**src/hdl/dpms_pkg.sv**
```systemverilog
// package: constants, types and helpers shared by the pendulum step core
`timescale 1ns / 1ps
package dpms_pkg;

   localparam int FracBitsDefault = 24;
   localparam int TrigIterDefault = 24;

   localparam logic [24:0] StepSizeReset = 25'd167772;
   localparam logic signed [31:0] DampingReset = 32'sd8388608;
   localparam logic signed [31:0] GravityReset = 32'sd16777216;
   localparam logic signed [31:0] AmplitudeReset = 32'sd15099494;
   localparam logic signed [31:0] FrequencyReset = 32'sd8053064;
   localparam logic signed [31:0] InitAngleReset = 32'sd16777216;
   localparam logic signed [31:0] InitVelocityReset = 32'sd0;

   localparam logic signed [33:0] PhaseScale = 34'sd2734261102;
   localparam logic signed [33:0] CordicGain = 34'sd652032874;
   localparam logic [15:0] CountMax = 16'hFFFF;

   typedef enum logic [2:0] {
      REG_STEP_SIZE = 3'd0,
      REG_DAMPING = 3'd1,
      REG_GRAVITY = 3'd2,
      REG_AMPLITUDE = 3'd3,
      REG_FREQUENCY = 3'd4,
      REG_INIT_ANGLE = 3'd5,
      REG_INIT_VELOCITY = 3'd6
   } reg_index_type;

   typedef enum logic [4:0] {
      ST_IDLE, ST_TAU, ST_K1_P, ST_K1_T, ST_K1_FIN, ST_VM, ST_PM, ST_K2_P,
      ST_K2_T, ST_K2_FIN, ST_NA, ST_NV, ST_TIME, ST_OUT
   } state_type;

   // accel sub-sequence phases
   typedef enum logic [3:0] {
      AC_SIN1, AC_WAIT1, AC_WT, AC_SIN2, AC_WAIT2, AC_QV, AC_GS, AC_AC, AC_DONE
   } acc_phase_type;

   typedef struct packed {
      logic start;
      logic signed [31:0] arg;
   } cordic_req_type;

   typedef struct packed {
      logic done;
      logic signed [31:0] sin_val;
      logic signed [31:0] cos_val;
   } cordic_rsp_type;

   function automatic logic [31:0] atan_turn(input logic [4:0] i);
      logic [31:0] r;
      case (i)
         5'd0: r = 32'd536870912;  5'd1: r = 32'd316933406;
         5'd2: r = 32'd167458907;  5'd3: r = 32'd85004756;
         5'd4: r = 32'd42667331;   5'd5: r = 32'd21354465;
         5'd6: r = 32'd10679838;   5'd7: r = 32'd5340245;
         5'd8: r = 32'd2670163;    5'd9: r = 32'd1335087;
         5'd10: r = 32'd667544;    5'd11: r = 32'd333772;
         5'd12: r = 32'd166886;    5'd13: r = 32'd83443;
         5'd14: r = 32'd41722;     5'd15: r = 32'd20861;
         5'd16: r = 32'd10430;     5'd17: r = 32'd5215;
         5'd18: r = 32'd2608;      5'd19: r = 32'd1304;
         5'd20: r = 32'd652;       5'd21: r = 32'd326;
         5'd22: r = 32'd163;       5'd23: r = 32'd81;
         5'd24: r = 32'd41;        5'd25: r = 32'd20;
         5'd26: r = 32'd10;        5'd27: r = 32'd5;
         5'd28: r = 32'd3;         5'd29: r = 32'd1;
         5'd30: r = 32'd1;         default: r = 32'd0;
      endcase
      return r;
   endfunction

   function automatic logic signed [31:0] sat32(input logic signed [65:0] x);
      logic signed [31:0] r;
      if (x > 66'sd2147483647) r = 32'h7FFFFFFF;
      else if (x < -66'sd2147483648) r = 32'h80000000;
      else r = x[31:0];
      return r;
   endfunction

endpackage

```
**src/hdl/dpms_cordic.sv**
```systemverilog
// shared rotation-mode cordic unit, one micro-rotation per cycle
`timescale 1ns / 1ps
module dpms_cordic
   import dpms_pkg::*;
#(
   parameter int FRAC_BITS = FracBitsDefault,
   parameter int TRIG_ITERATIONS = TrigIterDefault
) (
   input  logic           clock,
   input  logic           reset,
   input  cordic_req_type req,
   output cordic_rsp_type rsp
);
   localparam int NIter = (TRIG_ITERATIONS > 32) ? 32 : TRIG_ITERATIONS;
   localparam int RShift = 30 - FRAC_BITS;

   logic busy_ff, busy_in, done_ff, done_in, flip_ff, flip_in;
   logic [4:0] iter_ff, iter_in;
   logic signed [33:0] x_ff, x_in, y_ff, y_in;
   logic signed [32:0] z_ff, z_in;
   logic signed [65:0] prod;
   logic [31:0] ph, ph0;
   logic signed [33:0] dx, dy;
   logic signed [34:0] xr, yr;

   always_comb begin
      prod = 66'(req.arg) * 66'(PhaseScale);
      ph0 = prod[FRAC_BITS+33:FRAC_BITS+2];
      dx = y_ff >>> iter_ff;
      dy = x_ff >>> iter_ff;
      busy_in = busy_ff;
      done_in = 1'b0;
      flip_in = flip_ff;
      iter_in = iter_ff;
      x_in = x_ff;
      y_in = y_ff;
      z_in = z_ff;
      ph = ph0;
      if (req.start) begin
         flip_in = 1'b0;
         if (ph0[31] ^ ph0[30]) begin
            ph = ph0 - 32'h80000000;
            flip_in = 1'b1;
         end
         z_in = 33'($signed(ph));
         x_in = CordicGain;
         y_in = '0;
         iter_in = '0;
         busy_in = 1'b1;
      end else if (busy_ff) begin
         if (z_ff >= 0) begin
            x_in = x_ff - dx;
            y_in = y_ff + dy;
            z_in = z_ff - 33'(atan_turn(iter_ff));
         end else begin
            x_in = x_ff + dx;
            y_in = y_ff - dy;
            z_in = z_ff + 33'(atan_turn(iter_ff));
         end
         iter_in = iter_ff + 5'd1;
         if (32'(iter_ff) == NIter - 1) begin
            busy_in = 1'b0;
            done_in = 1'b1;
         end
      end
   end

   always_ff @(posedge clock) begin
      if (reset) begin
         busy_ff <= 1'b0;
         done_ff <= 1'b0;
      end else begin
         busy_ff <= busy_in;
         done_ff <= done_in;
      end
      flip_ff <= flip_in;
      iter_ff <= iter_in;
      x_ff <= x_in;
      y_ff <= y_in;
      z_ff <= z_in;
   end

   always_comb begin
      if (RShift == 0) begin
         xr = 35'(x_ff);
         yr = 35'(y_ff);
      end else begin
         xr = (35'(x_ff) + (35'sd1 <<< (RShift - 1))) >>> RShift;
         yr = (35'(y_ff) + (35'sd1 <<< (RShift - 1))) >>> RShift;
      end
      rsp.done = done_ff;
      rsp.cos_val = sat32(flip_ff ? -66'(xr) : 66'(xr));
      rsp.sin_val = sat32(flip_ff ? -66'(yr) : 66'(yr));
   end

   a_done_pulse: assert property (@(posedge clock) disable iff (reset)
      done_ff |=> !done_ff) else $error("cordic done lasted two cycles");
   a_busy_start: assert property (@(posedge clock) disable iff (reset)
      req.start |=> busy_ff) else $error("cordic did not start");
   a_done_busy: assert property (@(posedge clock) disable iff (reset)
      done_ff |-> !busy_ff) else $error("cordic done while busy");
endmodule

```
**config.mk**
```make
export PLATFORM = sky130hd
export DESIGN_NAME = dpms_cordic
export DESIGN_NICKNAME = d
export VERILOG_FILES = /design/src/hdl/dpms_pkg.sv /design/src/hdl/dpms_cordic.sv
export SDC_FILE = /design/constraint.sdc
export NUM_CORES = 2
export LEC_CHECK = 0
export ABC_CLOCK_PERIOD_IN_PS = 17300
export BUFFER_PORTS_ARGS = -buffer_cell sky130_fd_sc_hd__buf_4
export CORE_MARGIN = 5
export CORE_UTILIZATION = 30
export CTS_CLUSTER_SIZE = 12
export DETAILED_ROUTE_END_ITERATION = 16
export GPL_ROUTABILITY_DRIVEN = 0
export PLACE_DENSITY = 0.42
export SLEW_MARGIN = 20
export SYNTH_ARGS = -nofsm -noshare
export SYNTH_HDL_FRONTEND = slang
export SYNTH_SLANG_ARGS = --single-unit
```
**constraint.sdc**
```tcl
create_clock -name clock -period 17.3 [get_ports clock]
set_clock_uncertainty 0.1 [all_clocks]
set_input_delay 2.595 -clock clock [delete_from_list [all_inputs] [get_ports clock]]
set_output_delay 2.595 -clock clock [all_outputs]
set_load 0.01 [all_outputs]
```
==> results.sh <==
export IMPL_syn_nets=5288
export IMPL_worst_setup_path_type="in -> reg"
export IMPL_tightestPinTransition_ps=996
export IMPL_cts_resized=0
export IMPL_portBuffers=99
export IMPL_slew_headroom_pct=31.9
export IMPL_grt_ovfl_total=0
export IMPL_h_tree_depth=4
export IMPL_avgSynthCellArea_um2=8.72
export IMPL_ys_flop_type="dfxtp_1"
export IMPL_maxCapViolations=0
export IMPL_synth_warnings=0
export IMPL_crit_path_top_delay_cell="a2111oi_0"
export IMPL_dr_total_vias=30400
export IMPL_cp_data_required_time_ps=17430
export IMPL_dpl_hpwl_um=102000
export IMPL_core_mm2=0.126
export IMPL_async_flop_share_pct=0
export IMPL_yosysUniqueCellTypes=104
export IMPL_cts_root_buf="clkbuf_16"
export IMPL_ys_seq_area_share_pct=8.22
export IMPL_min_path_type="reg -> reg"
export IMPL_drt_pass1_iterations=8
export IMPL_dieArea_mm2=0.134
export IMPL_end_kind="register"
export IMPL_cts_sinks=139
export IMPL_post_drt_wl_per_cell_um=20.6
export IMPL_postCtsHoldBufs=0
export IMPL_rsz0062_at_grt="no"
export IMPL_timing_fmax_mhz=92.5
export IMPL_syn_cell_area_mm2=0.0380
export IMPL_placed_cells=5935
export IMPL_final_nets=5235
export IMPL_critPathMaxStageDelay_ps=630
export IMPL_grt_max_degree=67
export IMPL_fp_row_count=130
export IMPL_cp_max_fo=7
export IMPL_cp_arrival_ps=10950
export IMPL_synth_edf_count=34
export IMPL_antenna_found_initial=1
export IMPL_drc=0
export IMPL_postSynthCellCount=4357
export IMPL_grt_use_total_pct=18.4
export IMPL_start_util_pct=30.2
export IMPL_area_growth_pct=7.10
export IMPL_fin_cells=5968
export IMPL_start_kind="input port"
export IMPL_pin_count=100
export IMPL_place_area_mm2=0.0401
export IMPL_grt_pass1_vias=31200
export IMPL_clk_path_buf_depth=2
export IMPL_final_area_mm2=0.0407
export IMPL_drt_total_wl_um=123000
export IMPL_min_period_ps=10820
export IMPL_drv_slew=0
export IMPL_fin_hold_ws_ps=408
export IMPL_ys_seq_elements=139
export IMPL_finalSetupViolations=0
export IMPL_die_x_um=366
export IMPL_clk_pin_slew_ps=70
export IMPL_post_route_period_util_pct=62.5
export IMPL_clkLatencyLatePin_ps=480
export IMPL_final_layout_size_suffix_gt1_share_pct=7.88
export IMPL_cts_made_buffers=17
export IMPL_vias_per_cell=5.09
export IMPL_status="finished, final reports clean"
export IMPL_grt_pass1_wl_um=194000
export IMPL_hold_violations=0
export IMPL_drtIter0Drc=1853
export IMPL_postCtsSetupRepairBufs=0
export IMPL_drt_antenna_violating_nets=0
export IMPL_die_y_um=366
export IMPL_fin_setup_tns_ps=0
export IMPL_cts_tree="yes"
-- Yosys cell counts, types with 77 or more instances --
cell type / n / area share, %
clkbuf_1: 153 / 1.5
mux2i_1: 97 / 2.6
ha_1: 426 / 14
a21o_1: 77 / 1.5
inv_1: 773 / 7.6
nand3_1: 85 / 1.1
nand2_1: 273 / 2.7
o21ai_0: 260 / 3.4
xnor2_1: 213 / 4.9
a21oi_1: 209 / 2.8
nor2_1: 232 / 2.3
xor2_1: 113 / 2.6
dfxtp_1: 105 / 5.5
fa_1: 470 / 25
-- final cells by class --
| cell class | count | area (um^2) |
|---|---|---|
| fillers | 13300 | 85000 |
| diodes | 1 | 2.50 |
| repair buffers | 136 | 1020 |
| inverters | 777 | 2920 |
| well taps | 1650 | 2060 |
| flip-flops and latches | 139 | 3140 |
| multi-input cells | 3233 | 31000 |
| clock inverters | 11 | 108 |
| clock buffers | 21 | 483 |
-- critical path: cells and delay by family --
kind                       cells  cell delay [ps]
xor gates and xnor gates       1              200
muxes                          1              290
adders and majority gates      9             4030
buffers and inverters          7              680
AOI/OAI and AO/OA              8             2860
and+or+nand+nor                1              260
-- layer usage --
layer	vias to the layer above	track usage, %	part of all wire [%]	wire length [um]
met1	15000	25.9	48	58700
li1	14600	-	-	-
met3	88	2.03	4.0	4970
met2	640	30.6	47	57400
met5	-	0	0	0
met4	0	3.52	1.8	2160
-- worst paths after layout --
check        endpoint       start  depth (start not counted)  slack [ps]
max          z_ff[30]      req[5]                         27        6480
min           x_ff[0]     x_ff[0]                          2         410
max reg2reg  y_ff[32]  iter_ff[1]                         22        8490
min reg2reg   x_ff[0]     x_ff[0]                          2         410
-- metrics by stage --
stage          setup WS (ps)  utilization (%)
5_1_grt                 6070             32.4
2_1_floorplan           7170                -
3_3_place_gp            6040             31.9
4_1_cts                 6520             32.4
6_report                6480             32.4
3_5_place_dp            6000             31.9
-- cells by family (layout without fill, tap and decap cells) --
logic type / count (synthesis) / count (layout) / synth area share, %
buffers and inverters: 985 / 945 / 10.3
AND/OR/NAND/NOR: 917 / 917 / 11.8
adder cells (fa/ha/maj): 896 / 896 / 38.8
AO/OA/AOI/OAI: 888 / 888 / 15.0
XOR/XNOR: 326 / 326 / 7.52
multiplexers: 206 / 206 / 8.37
flip-flops: 139 / 139 / 8.22
other: 0 / 1 / 0
-- cells in the final DEF, fill, tap and decap left out, types with 77 or more instances in the layout --
| cell type | count |
|---|---|
| a21oi_1 | 209 |
| nand3_1 | 85 |
| xnor2_1 | 213 |
| o21ai_0 | 260 |
| dfxtp_1 | 100 |
| ha_1 | 426 |
| nand2_1 | 273 |
| buf_4 | 136 |
| mux2i_1 | 97 |
| inv_1 | 771 |
| a21o_1 | 77 |
| nor2_1 | 230 |
| xor2_1 | 113 |
| fa_1 | 470 |
Power is left out: the tool's default activity adds up to more than one toggle a clock period on the data nets, which glitch-free logic cannot reach.
